--- config.mk ---
export PLATFORM = sky130hd
export DESIGN_NAME = particle_pool_lifetime
export DESIGN_NICKNAME = d
export VERILOG_FILES = /design/src/hdl/ppl_pkg.sv /design/src/hdl/particle_pool_lifetime.sv
export SDC_FILE = /design/constraint.sdc
export NUM_CORES = 2
export LEC_CHECK = 0
export BUFFER_PORTS_ARGS = -buffer_cell sky130_fd_sc_hd__buf_2
export CORE_MARGIN = 5
export CORE_UTILIZATION = 40
export CTS_CLUSTER_SIZE = 14
export DETAILED_ROUTE_END_ITERATION = 7
export GPL_ROUTABILITY_DRIVEN = 0
export PLACE_DENSITY_LB_ADDON = 0.3
export SLEW_MARGIN = 20
export SYNTH_ARGS = -nofsm -noshare
export SYNTH_HDL_FRONTEND = slang
export SYNTH_SLANG_ARGS = --single-unit
export TNS_END_PERCENT = 100
--- constraint.sdc ---
create_clock -name clk -period 14.39 [get_ports clk]
set_clock_uncertainty 0.05 [all_clocks]
set_input_delay 4.317 -clock clk [delete_from_list [all_inputs] [get_ports clk]]
set_output_delay 4.317 -clock clk [all_outputs]
set_load 0.005 [all_outputs]
--- src/hdl/ppl_pkg.sv ---
// Shared types and constants for the particle pool lifetime block.
package ppl_pkg;

    // Pool geometry
    localparam int POOL_SIZE = 32;
    localparam int IDX_W     = $clog2(POOL_SIZE);
    localparam int STEP_W    = $clog2(POOL_SIZE + 1);
    localparam int SLOT_W    = 6;
    localparam int POS_W     = 16;
    localparam int LIFE_W    = 16;

    // Command and result kinds
    localparam logic KIND_SPAWN = 1'b0;
    localparam logic KIND_TICK  = 1'b1;

    // Command beat
    typedef struct packed {
        logic                    kind;
        logic signed [POS_W-1:0] pos_x;
        logic signed [POS_W-1:0] pos_y;
        logic [LIFE_W-1:0]       life_ticks;
    } cmd_t;

    // Result beat
    typedef struct packed {
        logic                    result_kind;
        logic [SLOT_W-1:0]       slot;
        logic                    spawn_ok;
        logic                    drawn;
        logic signed [POS_W-1:0] out_x;
        logic signed [POS_W-1:0] out_y;
        logic                    last;
    } rsp_t;

endpackage

--- src/hdl/particle_pool_lifetime.sv ---
// Particle pool with LIFO free list, doubly linked alive list and lifetime walk.
//
// A spawn is taken whenever busy is low and answers with one result beat in the
// next cycle; busy stays low, so spawns can follow each other every cycle. A tick
// raises busy until the walk over the alive slots (at most 32) is done: the walker
// visits one alive slot per cycle, decrementing its life or freeing it through a
// single shared decrement/compare and unlink path. Draw results leave at most one
// per cycle and are held in a register so the final one can carry last; a tick
// that draws nothing gives one empty result. rsp_valid marks a beat for exactly one
// cycle and cannot be held off, so the receiver must take every beat as it comes.
module particle_pool_lifetime (
    input  logic                clk,
    input  logic                rst_n,
    input  logic                start,
    output logic                busy,
    input  ppl_pkg::cmd_t       cmd,
    output logic                rsp_valid,
    output ppl_pkg::rsp_t       rsp
);

    localparam logic ST_IDLE = 1'b0;
    localparam logic ST_WALK = 1'b1;

    // Slot storage
    logic [ppl_pkg::LIFE_W-1:0]       life_reg      [ppl_pkg::POOL_SIZE];
    logic signed [ppl_pkg::POS_W-1:0] pos_x_reg     [ppl_pkg::POOL_SIZE];
    logic signed [ppl_pkg::POS_W-1:0] pos_y_reg     [ppl_pkg::POOL_SIZE];
    logic [ppl_pkg::IDX_W-1:0]        next_live_reg [ppl_pkg::POOL_SIZE];
    logic                             next_ok_reg   [ppl_pkg::POOL_SIZE];
    logic [ppl_pkg::IDX_W-1:0]        prev_live_reg [ppl_pkg::POOL_SIZE];
    logic                             prev_ok_reg   [ppl_pkg::POOL_SIZE];
    logic [ppl_pkg::IDX_W-1:0]        next_free_reg [ppl_pkg::POOL_SIZE];
    logic                             free_ok_reg   [ppl_pkg::POOL_SIZE];

    // Control state
    logic                       state_reg, state_next;
    logic [ppl_pkg::IDX_W-1:0]  free_head_reg, free_head_next;
    logic                       free_head_ok_reg, free_head_ok_next;
    logic [ppl_pkg::IDX_W-1:0]  live_head_reg, live_head_next;
    logic                       live_head_ok_reg, live_head_ok_next;
    logic [ppl_pkg::IDX_W-1:0]  cur_reg, cur_next;
    logic                       cur_ok_reg, cur_ok_next;
    logic [ppl_pkg::STEP_W-1:0] steps_reg, steps_next;
    logic                       pend_valid_reg, pend_valid_next;
    logic [ppl_pkg::IDX_W-1:0]  pend_slot_reg, pend_slot_next;
    logic signed [ppl_pkg::POS_W-1:0] pend_x_reg, pend_x_next;
    logic signed [ppl_pkg::POS_W-1:0] pend_y_reg, pend_y_next;
    logic                       rsp_valid_reg, rsp_valid_next;
    ppl_pkg::rsp_t              rsp_reg, rsp_next;

    // Datapath taps
    logic                       accept;
    logic                       spawn_go;
    logic                       walk_step;
    logic                       cur_dead;
    logic                       free_go;
    logic                       draw_go;
    logic [ppl_pkg::IDX_W-1:0]  cur_prev;
    logic                       cur_prev_ok;
    logic [ppl_pkg::IDX_W-1:0]  cur_nxt;
    logic                       cur_nxt_ok;
    logic [ppl_pkg::LIFE_W-1:0] cur_life;

    assign busy      = (state_reg == ST_WALK);
    assign rsp_valid = rsp_valid_reg;
    assign rsp       = rsp_reg;

    assign accept    = start && !busy;
    assign spawn_go  = accept && (cmd.kind == ppl_pkg::KIND_SPAWN) && free_head_ok_reg;
    assign walk_step = (state_reg == ST_WALK) && cur_ok_reg
                       && (steps_reg < ppl_pkg::STEP_W'(ppl_pkg::POOL_SIZE));

    // Shared lookup and compare on the walked slot
    assign cur_life    = life_reg[cur_reg];
    assign cur_prev    = prev_live_reg[cur_reg];
    assign cur_prev_ok = prev_ok_reg[cur_reg];
    assign cur_nxt     = next_live_reg[cur_reg];
    assign cur_nxt_ok  = next_ok_reg[cur_reg];
    assign cur_dead    = (cur_life == '0);
    assign free_go     = walk_step && cur_dead;
    assign draw_go     = walk_step && !cur_dead;

    // Sequencer next state
    always_comb
    begin
        state_next        = state_reg;
        free_head_next    = free_head_reg;
        free_head_ok_next = free_head_ok_reg;
        live_head_next    = live_head_reg;
        live_head_ok_next = live_head_ok_reg;
        cur_next          = cur_reg;
        cur_ok_next       = cur_ok_reg;
        steps_next        = steps_reg;
        pend_valid_next   = pend_valid_reg;
        pend_slot_next    = pend_slot_reg;
        pend_x_next       = pend_x_reg;
        pend_y_next       = pend_y_reg;
        rsp_valid_next    = 1'b0;
        rsp_next          = rsp_reg;

        if (accept && (cmd.kind == ppl_pkg::KIND_SPAWN))
        begin
            rsp_valid_next       = 1'b1;
            rsp_next.result_kind = ppl_pkg::KIND_SPAWN;
            rsp_next.drawn       = 1'b0;
            rsp_next.out_x       = '0;
            rsp_next.out_y       = '0;
            rsp_next.last        = 1'b1;
            if (free_head_ok_reg)
            begin
                rsp_next.slot     = ppl_pkg::SLOT_W'(free_head_reg);
                rsp_next.spawn_ok = 1'b1;
                free_head_next    = next_free_reg[free_head_reg];
                free_head_ok_next = free_ok_reg[free_head_reg];
                live_head_next    = free_head_reg;
                live_head_ok_next = 1'b1;
            end
            else
            begin
                rsp_next.slot     = '0;
                rsp_next.spawn_ok = 1'b0;
            end
        end
        else if (accept)
        begin
            state_next      = ST_WALK;
            cur_next        = live_head_reg;
            cur_ok_next     = live_head_ok_reg;
            steps_next      = '0;
            pend_valid_next = 1'b0;
        end
        else if (state_reg == ST_WALK)
        begin
            if (walk_step)
            begin
                steps_next  = steps_reg + 1'b1;
                cur_next    = cur_nxt;
                cur_ok_next = cur_nxt_ok;
                if (cur_dead)
                begin
                    // unlink from alive list, push on free list
                    if (!cur_prev_ok)
                    begin
                        live_head_next    = cur_nxt;
                        live_head_ok_next = cur_nxt_ok;
                    end
                    free_head_next    = cur_reg;
                    free_head_ok_next = 1'b1;
                end
                else
                begin
                    // release the held draw, hold this one
                    if (pend_valid_reg)
                    begin
                        rsp_valid_next       = 1'b1;
                        rsp_next.result_kind = ppl_pkg::KIND_TICK;
                        rsp_next.slot        = ppl_pkg::SLOT_W'(pend_slot_reg);
                        rsp_next.spawn_ok    = 1'b0;
                        rsp_next.drawn       = 1'b1;
                        rsp_next.out_x       = pend_x_reg;
                        rsp_next.out_y       = pend_y_reg;
                        rsp_next.last        = 1'b0;
                    end
                    pend_valid_next = 1'b1;
                    pend_slot_next  = cur_reg;
                    pend_x_next     = pos_x_reg[cur_reg];
                    pend_y_next     = pos_y_reg[cur_reg];
                end
            end
            else
            begin
                // walk done: final beat
                state_next           = ST_IDLE;
                rsp_valid_next       = 1'b1;
                rsp_next.result_kind = ppl_pkg::KIND_TICK;
                rsp_next.spawn_ok    = 1'b0;
                rsp_next.last        = 1'b1;
                if (pend_valid_reg)
                begin
                    rsp_next.slot  = ppl_pkg::SLOT_W'(pend_slot_reg);
                    rsp_next.drawn = 1'b1;
                    rsp_next.out_x = pend_x_reg;
                    rsp_next.out_y = pend_y_reg;
                end
                else
                begin
                    rsp_next.slot  = '0;
                    rsp_next.drawn = 1'b0;
                    rsp_next.out_x = '0;
                    rsp_next.out_y = '0;
                end
                pend_valid_next = 1'b0;
            end
        end
    end

    // Control registers
    always_ff @(posedge clk or negedge rst_n)
    begin
        if (!rst_n)
        begin
            state_reg        <= ST_IDLE;
            free_head_reg    <= '0;
            free_head_ok_reg <= 1'b1;
            live_head_reg    <= '0;
            live_head_ok_reg <= 1'b0;
            cur_reg          <= '0;
            cur_ok_reg       <= 1'b0;
            steps_reg        <= '0;
            pend_valid_reg   <= 1'b0;
            rsp_valid_reg    <= 1'b0;
        end
        else
        begin
            state_reg        <= state_next;
            free_head_reg    <= free_head_next;
            free_head_ok_reg <= free_head_ok_next;
            live_head_reg    <= live_head_next;
            live_head_ok_reg <= live_head_ok_next;
            cur_reg          <= cur_next;
            cur_ok_reg       <= cur_ok_next;
            steps_reg        <= steps_next;
            pend_valid_reg   <= pend_valid_next;
            rsp_valid_reg    <= rsp_valid_next;
        end
    end

    // Payload registers
    always_ff @(posedge clk)
    begin
        pend_slot_reg <= pend_slot_next;
        pend_x_reg    <= pend_x_next;
        pend_y_reg    <= pend_y_next;
        rsp_reg       <= rsp_next;
    end

    // Free list links, reset to index order
    always_ff @(posedge clk or negedge rst_n)
    begin
        if (!rst_n)
        begin
            for (int i = 0; i < ppl_pkg::POOL_SIZE; i++)
            begin
                next_free_reg[i] <= ppl_pkg::IDX_W'((i + 1) % ppl_pkg::POOL_SIZE);
                free_ok_reg[i]   <= (i + 1 < ppl_pkg::POOL_SIZE);
            end
        end
        else if (free_go)
        begin
            next_free_reg[cur_reg] <= free_head_reg;
            free_ok_reg[cur_reg]   <= free_head_ok_reg;
        end
    end

    // Slot contents and alive links
    always_ff @(posedge clk)
    begin
        if (spawn_go)
        begin
            life_reg[free_head_reg]      <= cmd.life_ticks;
            pos_x_reg[free_head_reg]     <= cmd.pos_x;
            pos_y_reg[free_head_reg]     <= cmd.pos_y;
            next_live_reg[free_head_reg] <= live_head_reg;
            next_ok_reg[free_head_reg]   <= live_head_ok_reg;
            prev_live_reg[free_head_reg] <= '0;
            prev_ok_reg[free_head_reg]   <= 1'b0;
            if (live_head_ok_reg)
            begin
                prev_live_reg[live_head_reg] <= free_head_reg;
                prev_ok_reg[live_head_reg]   <= 1'b1;
            end
        end
        if (draw_go)
        begin
            life_reg[cur_reg] <= cur_life - 1'b1;
        end
        if (free_go)
        begin
            life_reg[cur_reg] <= '0;
            if (cur_prev_ok)
            begin
                next_live_reg[cur_prev] <= cur_nxt;
                next_ok_reg[cur_prev]   <= cur_nxt_ok;
            end
            if (cur_nxt_ok)
            begin
                prev_live_reg[cur_nxt] <= cur_prev;
                prev_ok_reg[cur_nxt]   <= cur_prev_ok;
            end
        end
    end

    // Checks
    a_spawn_answers: assert property (@(posedge clk) disable iff (!rst_n)
        accept && (cmd.kind == ppl_pkg::KIND_SPAWN)
        |=> rsp_valid && (rsp.result_kind == ppl_pkg::KIND_SPAWN) && rsp.last)
        else $error("spawn without answer beat");

    a_tick_no_ok: assert property (@(posedge clk) disable iff (!rst_n)
        rsp_valid && (rsp.result_kind == ppl_pkg::KIND_TICK) |-> !rsp.spawn_ok)
        else $error("tick result with spawn_ok set");

    a_walk_bound: assert property (@(posedge clk) disable iff (!rst_n)
        busy |-> (steps_reg <= ppl_pkg::STEP_W'(ppl_pkg::POOL_SIZE)))
        else $error("walk past pool size");

    a_walk_ends_last: assert property (@(posedge clk) disable iff (!rst_n)
        busy && !walk_step |=> !busy && rsp_valid && rsp.last)
        else $error("walk end without final beat");

    a_pend_only_walk: assert property (@(posedge clk) disable iff (!rst_n)
        pend_valid_reg |-> busy)
        else $error("held draw outside a walk");

endmodule

== Word level (Yosys, flattened, before mapping) ==
Memory sizes are Yosys's and may differ from the RTL's. A register that Yosys moved wholly into a read port is not among the register bits.
Cells that the tools add are included.

* Add/subtract/negate cells: 2
* $lt $le $gt $ge: 4
* Eq/ne operators: 8
* Multiplexer cells: 100
* Bitwise operators: 7
* Reduce and logical (&&, ||, !) cells: 29

{| class="wikitable"
|+ Operators by type and width
! operator !! count
|-
| $bwmux W160 || 1
|-
| $mux W5 || 27
|-
| $mux W42 || 3
|-
| $mux W41 || 3
|-
| $mux W1 || 54
|-
| $mux W33 || 1
|-
| $bwmux W32 || 1
|-
| $mux W16 || 2
|-
| $bmux W5 S5 || 1
|-
| $demux W5 S5 || 1
|-
| $mux W6 || 4
|-
| $logic_not A16 Y1 || 1
|-
| $reduce_or A16 Y1 || 1
|-
| $sub A16 B1 Y16 const B || 1
|-
| $ge A6 B6 Y1 const B || 2
|-
| $not A5 Y6 || 2
|-
| $reduce_and A4 Y1 || 3
|-
| $reduce_and A5 Y1 || 2
|-
| $reduce_bool A2 Y1 || 5
|-
| $reduce_or A5 Y1 || 2
|-
| $logic_and A1 B1 Y1 || 8
|-
| $add A6 B1 Y6 const B || 1
|-
| $lt A6 B1 Y1 const B || 1
|-
| $lt A6 B6 Y1 const B || 1
|-
| other kinds (12) || 22
|}

* Bits in registers: 266
* Memory bits (writable): 1920
* Output and inout port bits: 44
* Word-level logic and storage cells: 239
* Memories kept: 7

{| class="wikitable"
|+ Memories
! name !! words !! bits a word !! read ports !! clocked after Yosys merged registers in !! wr ports !! line !! text
|-
| life_reg || 32 || 16 || 1 || 0 || 1 || particle_pool_lifetime.sv:25 || <nowiki>logic [ppl_pkg::LIFE_W-1:0] life_reg [ppl_pkg::POOL_SIZE];</nowiki>
|-
| pos_x_reg || 32 || 16 || 1 || 1 || 1 || particle_pool_lifetime.sv:26 || <nowiki>logic signed [ppl_pkg::POS_W-1:0] pos_x_reg [ppl_pkg::POOL_SIZE];</nowiki>
|-
| pos_y_reg || 32 || 16 || 1 || 1 || 1 || particle_pool_lifetime.sv:27 || <nowiki>logic signed [ppl_pkg::POS_W-1:0] pos_y_reg [ppl_pkg::POOL_SIZE];</nowiki>
|-
| next_live_reg || 32 || 5 || 1 || 0 || 1 || particle_pool_lifetime.sv:28 || <nowiki>logic [ppl_pkg::IDX_W-1:0] next_live_reg [ppl_pkg::POOL_SIZE];</nowiki>
|-
| prev_live_reg || 32 || 5 || 1 || 0 || 2 || particle_pool_lifetime.sv:30 || <nowiki>logic [ppl_pkg::IDX_W-1:0] prev_live_reg [ppl_pkg::POOL_SIZE];</nowiki>
|-
| next_ok_reg || 32 || 1 || 1 || 0 || 1 || particle_pool_lifetime.sv:29 || <nowiki>logic next_ok_reg [ppl_pkg::POOL_SIZE];</nowiki>
|-
| +1 memories || n/a || n/a || n/a || n/a || n/a || n/a ||
|}

== Logic depth before layout (Yosys ltp) ==
An unclocked memory read counts as a cell.

* Depth in word-level cells: 9
* Gate-level depth with buffers: 19
* Mapped depth without buffers: 11

== Worst setup path before layout ==
No wires, ideal clock.

* Path kind: input to register
* Start: input port start
* End: memory prev_live_reg[22][0] (netlist name), enable pin
* Arrival time: 7.624 ns
* Required time: 13.966 ns
* Setup slack: 6.343 ns
* Stages: 11
* Path buffers: 3
* Cells stage by stage: nand2b_1 clkbuf_1 nor2_1 nand2_1 inv_1 clkbuf_1 nand3b_1 clkbuf_1 nor2_1 nor2_1 o21ai_0

{| class="wikitable"
|+ RTL lines
! item !! line !! text
|-
| start, declared || particle_pool_lifetime.sv:14 || <nowiki>input logic start,</nowiki>
|-
| end, declared || particle_pool_lifetime.sv:30 ||
|}

== Final worst setup path ==
* Start: input port start
* End: memory next_live_reg[17][0] (netlist name), enable pin

* Longest elaborated chain between the ends: 6

{| class="wikitable"
|+ RTL lines
! item !! line !! text
|-
| $logic_and A1 B1 Y1 || particle_pool_lifetime.sv:68 || <nowiki>assign accept = start && !busy;</nowiki>
|-
| $logic_and A1 B1 Y1 (2 in series) || particle_pool_lifetime.sv:69 || <nowiki>assign spawn_go = accept && (cmd.kind == ppl_pkg::KIND_SPAWN) && free_head_ok_reg;</nowiki>
|-
| $mux W1 || particle_pool_lifetime.sv:258 || <nowiki>if (spawn_go)</nowiki>
|-
| $mux W1 (implied by the code) || particle_pool_lifetime.sv:263 || <nowiki>next_live_reg[free_head_reg] <= live_head_reg;</nowiki>
|-
| $mux W1 (no source line) || n/a ||
|-
| end, declared || particle_pool_lifetime.sv:28 ||
|}

No other way between the ends.

==> flow_metrics.tcl <==
set metrics [dict create \
    cp_data_arrival_time_ns 8.05 \
    top_layer "met5" \
    crit_type "in -> reg" \
    pre_cts_ws_ns 6.026 \
    timing.fmax_ghz 0.1309 \
    tns_ns 0 \
    run_status "finished, final reports clean" \
    cts_hold_buf 0 \
    die_area_um2 233900 \
    cp.required_ns 14.80 \
    yosysTopAreaCell "edfxtp_1" \
    sw_frac_of_total_pct 34.69 \
    firstDrtPassIters 6 \
    io_pins 96 \
    synth_flop_cell "edfxtp_1" \
    synth-seq-cells 2217 \
    nFillCells 18862 \
    row_count 173 \
    start_util_pct 40.28 \
    gr-total-overflow 0 \
    avgViaCountPerCell 5.907 \
    post-synth-top-count-cell "edfxtp_1" \
    place_hpwl_um 145100 \
    syn-num-nets 5059 \
    synth_area_per_cell_um2 17.93 \
    drt_iter0_markers 5990 \
    ant_nets 0 \
    grt_setup_unrepaired "false" \
    nNetsFinal 5169 \
    final.period_utilization_pct 53.08 \
    design.core.area_um2 222700 \
    p_comb_share_pct 30.1 \
    synth_area_um2 89720 \
    clk_latency_ns 0.88 \
    grt_start_max_net_pins 117 \
    setup_viol 0 \
    ir_worst_vdd_uv 145.2 \
    p_per_area_nw_per_um2 192.8 \
    drt-met1-wl_um 101300 \
    yosys-top-cells-area "edfxtp_1 65%, mux4_2 9.1%, mux2i_1 4.3%" \
    routed-wl-met3_um 24700 \
    postSynthCellCount 5005 \
    synthToLayoutAreaGrowth_pct 12.68 \
    synth_cell_type_count 79 \
    intPower_mw 12.73 \
    num_vias 48895 \
    cts_resized 0 \
    cts.htree.levels 4 \
    ys_top_cells_by_count "1931 x edfxtp_1, 411 x nand2_1, 386 x mux2i_1" \
    cts.reportedPaths.clkPinSlew_ns 0.06 \
    reg2reg_slack_ns 6.90 \
    cts.sink_count 2217 \
    die_w_um 483.6 \
    worstSetupStartpointType "primary input" \
    p_seq_share_pct 40.7 \
    p_total_mw 19.49 \
    setup_slack_ns 6.752 \
    clockBufferDepth 3 \
    antenna_found_initial 17 \
    cts_root_buf "clkbuf_16" \
    dieHeight_um 483.6 \
    post-route-drc-count 0 \
    worst_pin_slew_ns 1.276 \
    net-switching-power_mw 6.762 \
    synth_top_area_share_pct 64.63 \
    wirelength_um 249200 \
    synthArstFlopShare_pct 9.878 \
    cts_buffers 213 \
    clock_power_share_pct 29.3 \
    cap_violations 0 \
    synth_edf_count 1931 \
    final_hold_viol_count 0 \
    end_kind "flop" \
    path_max_fanout 25 \
    hold_class "reg -> reg" \
    drive_above_1_share_pct 26.17 \
    routedWlPerCell_um 30.11 \
    min_period_ns 7.638 \
    first_global_vias 48590 \
    grt_first_pass_wirelength_um 356500 \
    p_leak_nw 35.10 \
    dr_wl_met2_um 114800 \
    portBuffers 94 \
    max_slew_margin_pct 14.17 \
    seq_area_frac_synth_pct 72.39 \
    grt_usage_pct 20.76 \
    cts_tree "built" \
    slew_viol_final 0 \
    yosysWarnings 0 \
    post_cts_buffers 0 \
]
-- final timing paths --
check	startpoint	end	cells past startpoint
setup / recovery	start	next_live_reg[17][0]$_DFFE_PP_	12
hold / removal	pend_x_reg[0]$_DFFE_PP_	rsp[17]$_SDFFE_PP0P_	1
setup reg to reg	cur_reg[1]$_DFFE_PN0P_	next_live_reg[30][2]$_DFFE_PP_	11
hold reg to reg	pend_x_reg[0]$_DFFE_PP_	rsp[17]$_SDFFE_PP0P_	1
max in group asynchronous	rst_n	next_free_reg[78]$_DFFE_PN0P_	4
min in group asynchronous	rst_n	next_free_reg[16]$_DFFE_PN0P_	1
-- per-layer routing --
| layer | vias to the layer above | GRT usage [%] |
|---|---|---|
| li1 | 20358 | - |
| met5 | - | 0 |
| met2 | 2470 | 32.19 |
| met3 | 473 | 5.037 |
| met4 | 6 | 6.475 |
| met1 | 25588 | 29.11 |
-- through the flow --
| stage | area (um^2) | utilization (%) | hold WS [ns] | instances |
|---|---|---|---|---|
| 6_report | 101100 | 45.39 | 0.4122 | 8278 |
| 3_3_place_gp | 93880 | 42.15 | 0.3897 | 7874 |
| 4_1_cts | 101000 | 45.36 | 0.4135 | 8273 |
| 5_1_grt | 101100 | 45.38 | 0.4244 | 8274 |
| 3_5_place_dp | 93880 | 42.15 | 0.3956 | 7874 |
| 2_1_floorplan | 89720 | - | 0.3696 | 5005 |
-- cell usage in the layout (no fill, tap or decap), types with 20 or more instances in the layout --
cell	n
a21oi_1	41
a22o_1	37
a22oi_1	98
a31oi_1	33
a32oi_1	20
buf_2	93
buf_4	116
bufinv_16	20
clkbuf_1	45
clkbuf_16	218
clkinv_1	43
clkinv_2	42
dfrtp_1	97
dfstp_2	112
dfxtp_1	67
edfxtp_1	1931
inv_1	35
mux2_2	171
mux2_4	30
mux2i_1	386
mux4_2	362
nand2_1	409
nand3_1	43
nand4_1	40
nor2_1	105
nor2_2	34
nor2_4	41
nor3_4	27
nor4_1	29
o211ai_1	23
o21ai_0	52
o22ai_1	199
-- cell families after synthesis --
kind of cell | after synthesis | share of synthesized area [%]
AO/OA/AOI/OAI | 586 | 4.488
AND/OR/NAND/NOR | 871 | 4.912
XOR/XNOR | 13 | 0.1269
adder cells (fa/ha/maj) | 2 | 0.02789
buffers and inverters | 358 | 1.909
multiplexers | 957 | 16.14
other | 1 | 0.004180
flip-flops | 2217 | 72.39
-- power groups by stage --
stage	clock, mW	sequential (mW)	combinational (mW)
floorplan	0	7.82	3.69
global placement	0	8.05	5.77
finish	5.71	7.92	5.86
detailed placement	0	8.05	5.80
global route	6.06	7.95	6.11
CTS	5.78	7.92	5.82
-- cell type report --
type	instances	area [um^2]	area share (%)
Antenna cell	4	10.01	0.009901
Clock inverter	119	1301	1.287
Sequential cell	2217	64970	64.27
Tap cell	2975	3722	3.682
Timing Repair Buffer	215	1441	1.426
Clock buffer	280	5858	5.795
Inverter	38	143.9	0.1423
Multi-Input combinational cell	2430	23640	23.39
-- worst max-delay path, stage by stage --
cell	delay [ns]
buf_2	0.10
nand2b_1	0.25
nor2_1	0.19
buf_4	0.25
nand2_1	0.21
inv_1	0.48
nand2_1	0.18
or2_2	0.34
buf_4	0.30
o21ai_0	0.16
nand4_1	0.50
o22ai_1	0.77
(Power assumes the default switching activity.)
